**config.mk**
```make
export PLATFORM = sky130hd
export DESIGN_NAME = hls_to_rgb_converter
export DESIGN_NICKNAME = d
export VERILOG_FILES = /design/src/rtl/hrc_pkg.sv /design/src/rtl/hls_to_rgb_converter.sv /design/src/rtl/hrc_fifo.sv /design/src/rtl/hrc_front.sv /design/src/rtl/hrc_back.sv
export SDC_FILE = /design/constraint.sdc
export NUM_CORES = 2
export LEC_CHECK = 0
export ABC_AREA = 1
export BUFFER_PORTS_ARGS = -buffer_cell sky130_fd_sc_hd__buf_4
export CAP_MARGIN = 20
export CORE_UTILIZATION = 44
export CTS_BUF_LIST = sky130_fd_sc_hd__clkbuf_4
export DETAILED_ROUTE_END_ITERATION = 12
export PLACE_DENSITY = 0.64
export SLEW_MARGIN = 20
export SYNTH_ARGS = -nofsm -noshare
export SYNTH_HDL_FRONTEND = slang
export SYNTH_SLANG_ARGS = --single-unit
```
**constraint.sdc**
```tcl
create_clock -name clk -period 10.9 [get_ports clk]
set_clock_uncertainty 0.05 [all_clocks]
set_input_delay 0.545 -clock clk [delete_from_list [all_inputs] [get_ports clk]]
set_output_delay 0.545 -clock clk [all_outputs]
set_load 0.05 [all_outputs]
```
**src/rtl/hrc_pkg.sv**
```systemverilog
// Shared constants and types for the HLS to RGB converter.
package hrc_pkg;

  localparam int FRAC_BITS_DEF = 16;

  // Hue is Q9.7 degrees
  localparam int HUE_W = 16;
  localparam logic [HUE_W-1:0] DEG60  = 16'd7680;
  localparam logic [HUE_W-1:0] DEG120 = 16'd15360;
  localparam logic [HUE_W-1:0] DEG180 = 16'd23040;
  localparam logic [HUE_W-1:0] DEG240 = 16'd30720;
  localparam logic [HUE_W-1:0] DEG360 = 16'd46080;

  // Offset into a ramp segment, never above 60 degrees
  localparam int T_W = 13;

  // 60 degrees = 15 << 9: ramp division is a shift and a divide by 15
  localparam int RAMP_SHIFT = 9;
  localparam int RAMP_DIV   = 15;
  localparam int RAMP_HALF  = 3840;

  localparam int QUEUE_DEPTH = 2;

  typedef enum logic [1:0] {
    SEG_LOW,
    SEG_RISE,
    SEG_HIGH,
    SEG_FALL
  } seg_t;

  typedef struct packed {
    seg_t           seg;
    logic [T_W-1:0] t;
  } chan_t;

  localparam int CHAN_W = $bits(chan_t);

endpackage

```
**src/rtl/hls_to_rgb_converter.sv**
```systemverilog
// HLS to RGB converter top level: front half, queue, back half.
//
// Input channel in_*: one colour per transfer (hue Q9.7 degrees, lightness
// and saturation Q1.FRAC_BITS). Output channel out_*: one colour per input,
// red, green, blue in Q1.FRAC_BITS, in input order.
// Throughput: one colour per clock cycle, sustained while the receiver is ready.
// Path: from an input transfer to out_tvalid with no stall, a colour passes
//   two front stages (clamps and l*s product, then m1/m2 and hue segment),
//   the two-entry queue, two back stages (d*t product, then the reciprocal
//   multiply for the divide by 60 degrees) and the output register. The l*s,
//   d*t and reciprocal products each have a stage of their own.
// Reset (rst_n low, synchronous): all valid flags and the queue clear;
//   no output is presented until new input arrives.
// Receiver stall: the output register holds its transfer, the back stages
//   fill, then the queue, then the front; in_tready drops only once all of
//   them are full, and no colour is lost or repeated.
// No configuration and no kept state between colours.
module hls_to_rgb_converter
  import hrc_pkg::*;
#(
  parameter int FRAC_BITS = FRAC_BITS_DEF,
  localparam int W = FRAC_BITS + 1,
  localparam int IN_TDATA_W  = ((HUE_W + 2*W + 7) / 8) * 8,
  localparam int OUT_TDATA_W = ((3*W + 7) / 8) * 8
) (
  input  logic                   clk,
  input  logic                   rst_n,
  input  logic                   in_tvalid,
  output logic                   in_tready,
  // hue [15:0], lightness, saturation; zero padded
  input  logic [IN_TDATA_W-1:0]  in_tdata,
  output logic                   out_tvalid,
  input  logic                   out_tready,
  // red, green, blue from bit 0 up; zero padded
  output logic [OUT_TDATA_W-1:0] out_tdata
);

  localparam int QW = 1 + 4*W + 3*CHAN_W;

  // input field split
  logic [HUE_W-1:0] hue;
  logic [W-1:0]     lightness;
  logic [W-1:0]     saturation;

  assign hue        = in_tdata[HUE_W-1:0];
  assign lightness  = in_tdata[HUE_W +: W];
  assign saturation = in_tdata[HUE_W+W +: W];

  // front to queue
  logic         fr_valid, fr_ready, fr_grey;
  logic [W-1:0] fr_l, fr_m1, fr_m2, fr_d;
  chan_t [2:0]  fr_chan;

  // queue to back
  logic         bk_valid, bk_ready;
  logic [QW-1:0] q_push, q_pop;
  logic         bk_grey;
  logic [W-1:0] bk_l, bk_m1, bk_m2, bk_d;
  chan_t [2:0]  bk_chan;

  logic [W-1:0] red, green, blue;

  hrc_front #(.FRAC_BITS(FRAC_BITS)) u_front (
    .clk        (clk),
    .rst_n      (rst_n),
    .in_valid   (in_tvalid),
    .in_ready   (in_tready),
    .hue        (hue),
    .lightness  (lightness),
    .saturation (saturation),
    .out_valid  (fr_valid),
    .out_ready  (fr_ready),
    .out_grey   (fr_grey),
    .out_l      (fr_l),
    .out_m1     (fr_m1),
    .out_m2     (fr_m2),
    .out_d      (fr_d),
    .out_chan   (fr_chan)
  );

  assign q_push = {fr_grey, fr_l, fr_m1, fr_m2, fr_d, fr_chan};

  hrc_fifo #(.WIDTH(QW), .DEPTH(QUEUE_DEPTH)) u_queue (
    .clk        (clk),
    .rst_n      (rst_n),
    .push_valid (fr_valid),
    .push_ready (fr_ready),
    .push_data  (q_push),
    .pop_valid  (bk_valid),
    .pop_ready  (bk_ready),
    .pop_data   (q_pop)
  );

  assign bk_chan = q_pop[3*CHAN_W-1:0];
  assign bk_d    = q_pop[3*CHAN_W +: W];
  assign bk_m2   = q_pop[3*CHAN_W+W +: W];
  assign bk_m1   = q_pop[3*CHAN_W+2*W +: W];
  assign bk_l    = q_pop[3*CHAN_W+3*W +: W];
  assign bk_grey = q_pop[QW-1];

  hrc_back #(.FRAC_BITS(FRAC_BITS)) u_back (
    .clk       (clk),
    .rst_n     (rst_n),
    .in_valid  (bk_valid),
    .in_ready  (bk_ready),
    .grey      (bk_grey),
    .l         (bk_l),
    .m1        (bk_m1),
    .m2        (bk_m2),
    .d         (bk_d),
    .chan      (bk_chan),
    .out_valid (out_tvalid),
    .out_ready (out_tready),
    .red       (red),
    .green     (green),
    .blue      (blue)
  );

  assign out_tdata = OUT_TDATA_W'({blue, green, red});

endmodule

```
**src/rtl/hrc_fifo.sv**
```systemverilog
// Small register queue between the front and back halves.
module hrc_fifo
  import hrc_pkg::*;
#(
  parameter int WIDTH = 8,
  parameter int DEPTH = QUEUE_DEPTH
) (
  input  logic             clk,
  input  logic             rst_n,
  input  logic             push_valid,
  output logic             push_ready,
  input  logic [WIDTH-1:0] push_data,
  output logic             pop_valid,
  input  logic             pop_ready,
  output logic [WIDTH-1:0] pop_data
);

  localparam int PTR_W = (DEPTH > 1) ? $clog2(DEPTH) : 1;
  localparam int CNT_W = $clog2(DEPTH + 1);

  logic [WIDTH-1:0] mem_r [DEPTH];
  logic [PTR_W-1:0] wr_ptr_r;
  logic [PTR_W-1:0] rd_ptr_r;
  logic [CNT_W-1:0] cnt_r;
  logic             do_push;
  logic             do_pop;

  assign push_ready = (cnt_r != CNT_W'(DEPTH));
  assign pop_valid  = (cnt_r != '0);
  assign pop_data   = mem_r[rd_ptr_r];
  assign do_push    = push_valid && push_ready;
  assign do_pop     = pop_valid && pop_ready;

  always_ff @(posedge clk) begin
    if (!rst_n) begin
      wr_ptr_r <= '0;
      rd_ptr_r <= '0;
      cnt_r    <= '0;
    end else begin
      if (do_push) begin
        wr_ptr_r <= (wr_ptr_r == PTR_W'(DEPTH - 1)) ? '0 : wr_ptr_r + 1'b1;
      end
      if (do_pop) begin
        rd_ptr_r <= (rd_ptr_r == PTR_W'(DEPTH - 1)) ? '0 : rd_ptr_r + 1'b1;
      end
      if (do_push && !do_pop) begin
        cnt_r <= cnt_r + 1'b1;
      end else if (do_pop && !do_push) begin
        cnt_r <= cnt_r - 1'b1;
      end
    end
  end

  always_ff @(posedge clk) begin
    if (do_push) begin
      mem_r[wr_ptr_r] <= push_data;
    end
  end

endmodule

```
**src/rtl/hrc_front.sv**
```systemverilog
// Front half: input clamps, l*s product, m1/m2 and per-channel hue segment.
module hrc_front
  import hrc_pkg::*;
#(
  parameter int FRAC_BITS = FRAC_BITS_DEF,
  localparam int W = FRAC_BITS + 1
) (
  input  logic              clk,
  input  logic              rst_n,
  input  logic              in_valid,
  output logic              in_ready,
  input  logic [HUE_W-1:0]  hue,
  input  logic [W-1:0]      lightness,
  input  logic [W-1:0]      saturation,
  output logic              out_valid,
  input  logic              out_ready,
  output logic              out_grey,
  output logic [W-1:0]      out_l,
  output logic [W-1:0]      out_m1,
  output logic [W-1:0]      out_m2,
  output logic [W-1:0]      out_d,
  output chan_t [2:0]       out_chan
);

  localparam int M_W   = W + 3;
  localparam int ANG_W = HUE_W + 2;
  localparam logic [W-1:0] ONE  = {1'b1, {FRAC_BITS{1'b0}}};
  localparam logic [W-1:0] HALF = {2'b01, {(FRAC_BITS-1){1'b0}}};
  localparam logic signed [M_W-1:0] ONE_S = signed'({3'b000, ONE});
  localparam logic signed [ANG_W-1:0] ANG120 = signed'({2'b00, DEG120});
  localparam logic signed [ANG_W-1:0] ANG360 = signed'({2'b00, DEG360});

  function automatic chan_t classify(input logic signed [ANG_W-1:0] ang);
    logic signed [ANG_W-1:0] a;
    logic [HUE_W-1:0]        ua;
    chan_t                   c;
    a = ang;
    if (a > ANG360) begin
      a = a - ANG360;
    end else if (a < 0) begin
      a = a + ANG360;
    end
    ua    = a[HUE_W-1:0];
    c.seg = SEG_LOW;
    c.t   = '0;
    if (ua < DEG60) begin
      c.seg = SEG_RISE;
      c.t   = ua[T_W-1:0];
    end else if (ua < DEG180) begin
      c.seg = SEG_HIGH;
    end else if (ua < DEG240) begin
      c.seg = SEG_FALL;
      c.t   = T_W'(DEG240 - ua);
    end
    return c;
  endfunction

  // stage 1
  logic               f1_v_r;
  logic [HUE_W-1:0]   f1_h_r;
  logic [W-1:0]       f1_l_r;
  logic [W-1:0]       f1_s_r;
  logic [2*W-1:0]     f1_prod_r;
  // stage 2
  logic               f2_v_r;
  logic               f2_grey_r;
  logic [W-1:0]       f2_l_r;
  logic [W-1:0]       f2_m1_r;
  logic [W-1:0]       f2_m2_r;
  logic [W-1:0]       f2_d_r;
  chan_t [2:0]        f2_chan_r;

  logic               f1_ready;
  logic               f2_ready;
  logic [HUE_W-1:0]   h_red;
  logic [W-1:0]       l_cl;
  logic [W-1:0]       s_cl;
  logic [2*W-1:0]     prod_rnd;
  logic [W-1:0]       p;
  logic signed [M_W-1:0] lx, sx, px;
  logic signed [M_W-1:0] m2_raw, m2_cl, m1_raw, m1_cl;
  logic signed [ANG_W-1:0] h_s;
  chan_t [2:0]        chan;

  assign f2_ready  = !f2_v_r || out_ready;
  assign f1_ready  = !f1_v_r || f2_ready;
  assign in_ready  = f1_ready;
  assign out_valid = f2_v_r;

  always_comb begin
    h_red = (hue >= DEG360) ? hue - DEG360 : hue;
    l_cl  = (lightness > ONE) ? ONE : lightness;
    s_cl  = (saturation > ONE) ? ONE : saturation;
  end

  always_comb begin
    prod_rnd = f1_prod_r + (2*W)'(HALF);
    p        = prod_rnd[FRAC_BITS +: W];
    lx       = signed'(M_W'(f1_l_r));
    sx       = signed'(M_W'(f1_s_r));
    px       = signed'(M_W'(p));
    if (f1_l_r <= HALF) begin
      m2_raw = lx + px;
    end else begin
      m2_raw = lx + sx - px;
    end
    if (m2_raw < 0) begin
      m2_cl = '0;
    end else if (m2_raw > ONE_S) begin
      m2_cl = ONE_S;
    end else begin
      m2_cl = m2_raw;
    end
    m1_raw = lx + lx - m2_cl;
    if (m1_raw < 0) begin
      m1_cl = '0;
    end else if (m1_raw > m2_cl) begin
      m1_cl = m2_cl;
    end else begin
      m1_cl = m1_raw;
    end
    // red, green, blue sit at hue+120, hue, hue-120
    h_s     = signed'({2'b00, f1_h_r});
    chan[0] = classify(h_s + ANG120);
    chan[1] = classify(h_s);
    chan[2] = classify(h_s - ANG120);
  end

  always_ff @(posedge clk) begin
    if (!rst_n) begin
      f1_v_r <= 1'b0;
      f2_v_r <= 1'b0;
    end else begin
      if (f1_ready) begin
        f1_v_r <= in_valid;
      end
      if (f2_ready) begin
        f2_v_r <= f1_v_r;
      end
    end
  end

  always_ff @(posedge clk) begin
    if (f1_ready && in_valid) begin
      f1_h_r    <= h_red;
      f1_l_r    <= l_cl;
      f1_s_r    <= s_cl;
      f1_prod_r <= l_cl * s_cl;
    end
    if (f2_ready && f1_v_r) begin
      f2_grey_r <= (f1_s_r == '0);
      f2_l_r    <= f1_l_r;
      f2_m1_r   <= m1_cl[W-1:0];
      f2_m2_r   <= m2_cl[W-1:0];
      f2_d_r    <= m2_cl[W-1:0] - m1_cl[W-1:0];
      f2_chan_r <= chan;
    end
  end

  assign out_grey = f2_grey_r;
  assign out_l    = f2_l_r;
  assign out_m1   = f2_m1_r;
  assign out_m2   = f2_m2_r;
  assign out_d    = f2_d_r;
  assign out_chan = f2_chan_r;

endmodule

```
**src/rtl/hrc_back.sv**
```systemverilog
// Back half: ramp interpolation per channel and output register.
module hrc_back
  import hrc_pkg::*;
#(
  parameter int FRAC_BITS = FRAC_BITS_DEF,
  localparam int W = FRAC_BITS + 1
) (
  input  logic         clk,
  input  logic         rst_n,
  input  logic         in_valid,
  output logic         in_ready,
  input  logic         grey,
  input  logic [W-1:0] l,
  input  logic [W-1:0] m1,
  input  logic [W-1:0] m2,
  input  logic [W-1:0] d,
  input  chan_t [2:0]  chan,
  output logic         out_valid,
  input  logic         out_ready,
  output logic [W-1:0] red,
  output logic [W-1:0] green,
  output logic [W-1:0] blue
);

  localparam int PW = W + T_W + 1;          // d*t plus rounding constant
  localparam int VW = PW - RAMP_SHIFT;      // width after the shift
  // floor(2^VW / 15): reciprocal estimate is low by at most one
  localparam logic [VW-1:0] RECIP = VW'(((64'd1 << VW) - 64'd1) / RAMP_DIV);
  localparam logic [VW-1:0] DIV_C = VW'(RAMP_DIV);

  logic            b1_v_r;
  logic [PW-1:0]   b1_sum_r [3];
  seg_t            b1_seg_r [3];
  logic            b1_grey_r;
  logic [W-1:0]    b1_l_r, b1_m1_r, b1_m2_r;

  logic            b2_v_r;
  logic [VW-1:0]   b2_v_val_r [3];
  logic [VW-1:0]   b2_q0_r [3];
  seg_t            b2_seg_r [3];
  logic            b2_grey_r;
  logic [W-1:0]    b2_l_r, b2_m1_r, b2_m2_r;

  logic            o_v_r;
  logic [W-1:0]    o_ch_r [3];

  logic            o_ready, b2_ready, b1_ready;
  logic [VW-1:0]   sh_val [3];
  logic [2*VW-1:0] recip_prod [3];
  logic [VW-1:0]   rem [3];
  logic [VW-1:0]   q [3];
  logic [W-1:0]    ramp [3];
  logic [W-1:0]    ch [3];

  assign o_ready  = !o_v_r || out_ready;
  assign b2_ready = !b2_v_r || o_ready;
  assign b1_ready = !b1_v_r || b2_ready;
  assign in_ready = b1_ready;

  always_comb begin
    for (int i = 0; i < 3; i++) begin
      sh_val[i]     = b1_sum_r[i][PW-1:RAMP_SHIFT];
      recip_prod[i] = sh_val[i] * RECIP;
      rem[i]        = b2_v_val_r[i] - ((b2_q0_r[i] << 4) - b2_q0_r[i]);
      q[i]          = (rem[i] >= DIV_C) ? b2_q0_r[i] + 1'b1 : b2_q0_r[i];
      ramp[i]       = b2_m1_r + q[i][W-1:0];
      case (b2_seg_r[i])
        SEG_LOW:  ch[i] = b2_m1_r;
        SEG_RISE: ch[i] = ramp[i];
        SEG_HIGH: ch[i] = b2_m2_r;
        SEG_FALL: ch[i] = ramp[i];
        default:  ch[i] = b2_m1_r;
      endcase
      if (b2_grey_r) begin
        ch[i] = b2_l_r;
      end
    end
  end

  always_ff @(posedge clk) begin
    if (!rst_n) begin
      b1_v_r <= 1'b0;
      b2_v_r <= 1'b0;
      o_v_r  <= 1'b0;
    end else begin
      if (b1_ready) begin
        b1_v_r <= in_valid;
      end
      if (b2_ready) begin
        b2_v_r <= b1_v_r;
      end
      if (o_ready) begin
        o_v_r <= b2_v_r;
      end
    end
  end

  always_ff @(posedge clk) begin
    if (b1_ready && in_valid) begin
      for (int i = 0; i < 3; i++) begin
        b1_sum_r[i] <= PW'(d * chan[i].t) + PW'(RAMP_HALF);
        b1_seg_r[i] <= chan[i].seg;
      end
      b1_grey_r <= grey;
      b1_l_r    <= l;
      b1_m1_r   <= m1;
      b1_m2_r   <= m2;
    end
    if (b2_ready && b1_v_r) begin
      for (int i = 0; i < 3; i++) begin
        b2_v_val_r[i] <= sh_val[i];
        b2_q0_r[i]    <= recip_prod[i][2*VW-1:VW];
        b2_seg_r[i]   <= b1_seg_r[i];
      end
      b2_grey_r <= b1_grey_r;
      b2_l_r    <= b1_l_r;
      b2_m1_r   <= b1_m1_r;
      b2_m2_r   <= b1_m2_r;
    end
    if (o_ready && b2_v_r) begin
      for (int i = 0; i < 3; i++) begin
        o_ch_r[i] <= ch[i];
      end
    end
  end

  assign out_valid = o_v_r;
  assign red       = o_ch_r[0];
  assign green     = o_ch_r[1];
  assign blue      = o_ch_r[2];

endmodule

```
==> metrics.cfg <==
[outcome]
outcome = finished, final reports clean

[synth]
synthFlopType = edfxtp_1
yosysWarnings = 0
synth.distinct_cells = 69
syn_area_mm2 = 0.0822
synth-edff-count = 766
synth_seq_cells = 776
synthArstFlopShare_pct = 0
postSynthCellCount = 9097
yosysSeqAreaShare_pct = 28.2
avgSynthCellArea_um2 = 9.04

[layout]
final_cells = 12000
drive_above_1_share_pct = 7.74
synthToLayoutAreaGrowth_pct = 8.98
nets = 11300

[global_route]
first_global_vias = 64400
track_usage_pct = 24.2
antenna_found_initial = 7
grt_pass1_wl_um = 354000
overflow = 0
grt_max_degree = 77

[run]
cap_violations = 0

[placed_design]
place_hpwl_um = 179000
io_buffers = 106
gp_congestion = 0.944
dp_cells = 11600

[floorplan]
row_count = 158
coreArea_mm2 = 0.185
io_pins = 118
initial_core_util_pct = 44.3
die_height_um = 434
die_x_um = 434
dieArea_mm2 = 0.189

[drt]
drtIter0Drc = 4247
drc = 0
postRouteWirelength_um = 225000
dr.pass1.iters = 6
avgRoutedWirePerCell_um = 18.7
ant_nets = 0
vias = 62500
viasPerCell = 5.19

[critical_path]
ff2ff_path_depth = 71
cp_max_fo = 6
max_stage_delay_ps = 450
path_common_cell = nand2_1
worst-setup-path-type = register to register
crit_path_start = u_front.f1_s_r[0]
reg2reg_slack_ps = 800
critPathSlowestCell = fa_1
arrival_ps = 10980
rr_endpoint = u_front.out_d[12]
cp.required_ps = 11770
endpoint = u_front.out_d[12]
rr_startpoint = u_front.f1_s_r[0]
endpoint_kind = register
critPathLaunchType = register

[worst_hold_path]
hold_class = input port to register

[sta]
finalSetupViolCount = 0
worst_pin_slew_ps = 1190
fin_setup_tns_ps = 0
period_needed_ps = 10100
period_share_pct = 92.7
slew_headroom_pct = 20.6
slew_viol_final = 0
max_freq_ghz = 0.0990
timing.final.hold_violations = 0

[clock_network]
numCtsBuffers = 201
root_buffer = clkbuf_4
cts_max_path_buffers = 3
clock_latency_ps = 1200
cts.sinks = 776
cts.htree.levels = 4
tritoncts = built
path_clk_slew_ps = 60

[state kept, by name (all words and copies together) (netlist names), 16 cells and up, named ones only]
name	flops
u_back.b2_l_r	17
u_back.b2_m1_r	17
u_front.out_m1	17
u_back.b2_m2_r	17
u_back.b1_sum_r	66
u_front.out_m2	17
u_front.f1_h_r	16
u_back.b1_m1_r	17
u_back.b1_m2_r	17
u_front.out_l	17
u_back.b2_q0_r	57
u_front.f1_l_r	17
u_front.f1_prod_r	18
u_queue.mem_r	228
u_back.o_ch_r	51
u_back.b2_v_val_r	66
u_front.out_d	17
u_front.f1_s_r	17
u_back.b1_l_r	17
u_front.out_chan	45
[cell type report]
class | count | area, um2
fillers | 17700 | 95800
multi-input cells | 6204 | 51100
flip-flops and latches | 776 | 23200
inverters | 1931 | 7260
well taps | 2480 | 3100
repair buffers | 282 | 2210
clock buffers | 274 | 2060
clock inverters | 84 | 629
diodes | 9 | 22.5
[critical path, delay by kind of cell (launching register included)]
family,cells,cell delay (ps)
simple gates,38,3980
flops,1,370
buf+inv,8,760
xor+xnor,3,470
compound gates,16,2100
fa+ha+maj,6,2190
[per-layer routing]
layer,track usage [%],share of wire (%),up-vias
met1,31.4,43,30200
met5,0,0,-
met3,3.78,6.1,456
met2,40.4,47,1982
li1,-,-,29800
met4,9.83,4.0,0
[cells in the mapped netlist, types with 20 or more instances]
cell type | number | area share (%)
nor2_1 | 679 | 3.1
a21oi_1 | 437 | 2.7
nor3_1 | 64 | 0.39
mux2_2 | 58 | 0.79
o21ai_1 | 37 | 0.23
edfxtp_1 | 766 | 28
xnor2_1 | 89 | 0.95
ha_1 | 964 | 15
o21bai_1 | 20 | 0.18
xor2_1 | 238 | 2.5
nor4_1 | 34 | 0.26
nand4_1 | 67 | 0.51
o21ai_0 | 295 | 1.8
nand3_1 | 251 | 1.5
nand2_1 | 1771 | 8.1
a21o_1 | 43 | 0.39
buf_1 | 27 | 0.12
inv_1 | 1904 | 8.7
o221ai_1 | 47 | 0.50
o22ai_1 | 28 | 0.21
a31oi_1 | 23 | 0.17
fa_1 | 868 | 21
clkbuf_1 | 147 | 0.67
[metrics by stage]
stage / setup WS, ps / cell area [um2] / util, % / hold slack (ps)
global placement: 617 / 86500 / 46.6 / 354
floorplan: 1170 / 82300 / - / 350
finish: 800 / 89600 / 48.3 / 192
detailed placement: 538 / 86500 / 46.6 / 355
CTS: 618 / 89500 / 48.3 / 45.4
global route: -58.9 / 89600 / 48.3 / 98.3
[how the worst min path moves through the flow]
stage | startpoint | endpoint | slack [ps] | cells after the start
global placement | u_back.b1_m2_r[10] | u_back.b2_m2_r[10] | 350 | 0
global route | in_tdata[33] | u_front.f1_s_r[0] | 100 | 3
floorplan | u_back.b1_grey_r | u_back.b2_grey_r | 350 | 0
detailed placement | u_back.b1_grey_r | u_back.b2_grey_r | 350 | 0
CTS | in_tdata[33] | u_front.f1_s_r[0] | 50 | 3
finish | in_tdata[15] | u_front.f1_h_r[14] | 190 | 7
[kinds of logic (layout without fill, tap and decap cells)]
kind of cell,Yosys count,after routing,synth area share [%]
compound gates,1040,1040,7.38
xor+xnor,327,327,3.48
fa+ha+maj,1832,1832,35.8
buf+inv,2124,2571,9.79
flops,776,776,28.2
mux,58,58,0.794
other cells,2,18,0.00913
simple gates,2938,2938,14.5
[what timing repair did]
item / in CTS / in global routing
buffers inserted: 0 / 2
endpoints found under the hold margin: 31 / 0
endpoints found under the setup margin: 0 / 8
gates resized for setup: 0 / 15
hold buffers: 38 / 0
[placed cells by master (no fill, tap or decap), drive strengths merged, types with 7 or more instances in the layout]
master,count
diode,9
o2111ai,9
o22ai,44
or2,16
mux2,58
nand3b,13
dfxtp,10
a211oi,12
a31oi,24
nor3,65
and3,7
o21a,10
conb,9
nand4,69
ha,964
fa,868
o211ai,21
nand3,259
o21bai,20
o31ai,8
clkinv,81
inv,1927
buf,244
nor4,35
nor2,685
dlygate4sd3,38
o21ai,337
o221ai,48
clkbuf,274
xor2,238
a21boi,12
xnor2,89
a21oi,441
a21o,43
edfxtp,766
nand2,1778
Power is not shown: default switching activity piles up to over one toggle a cycle in this logic, so the estimate is an artifact.
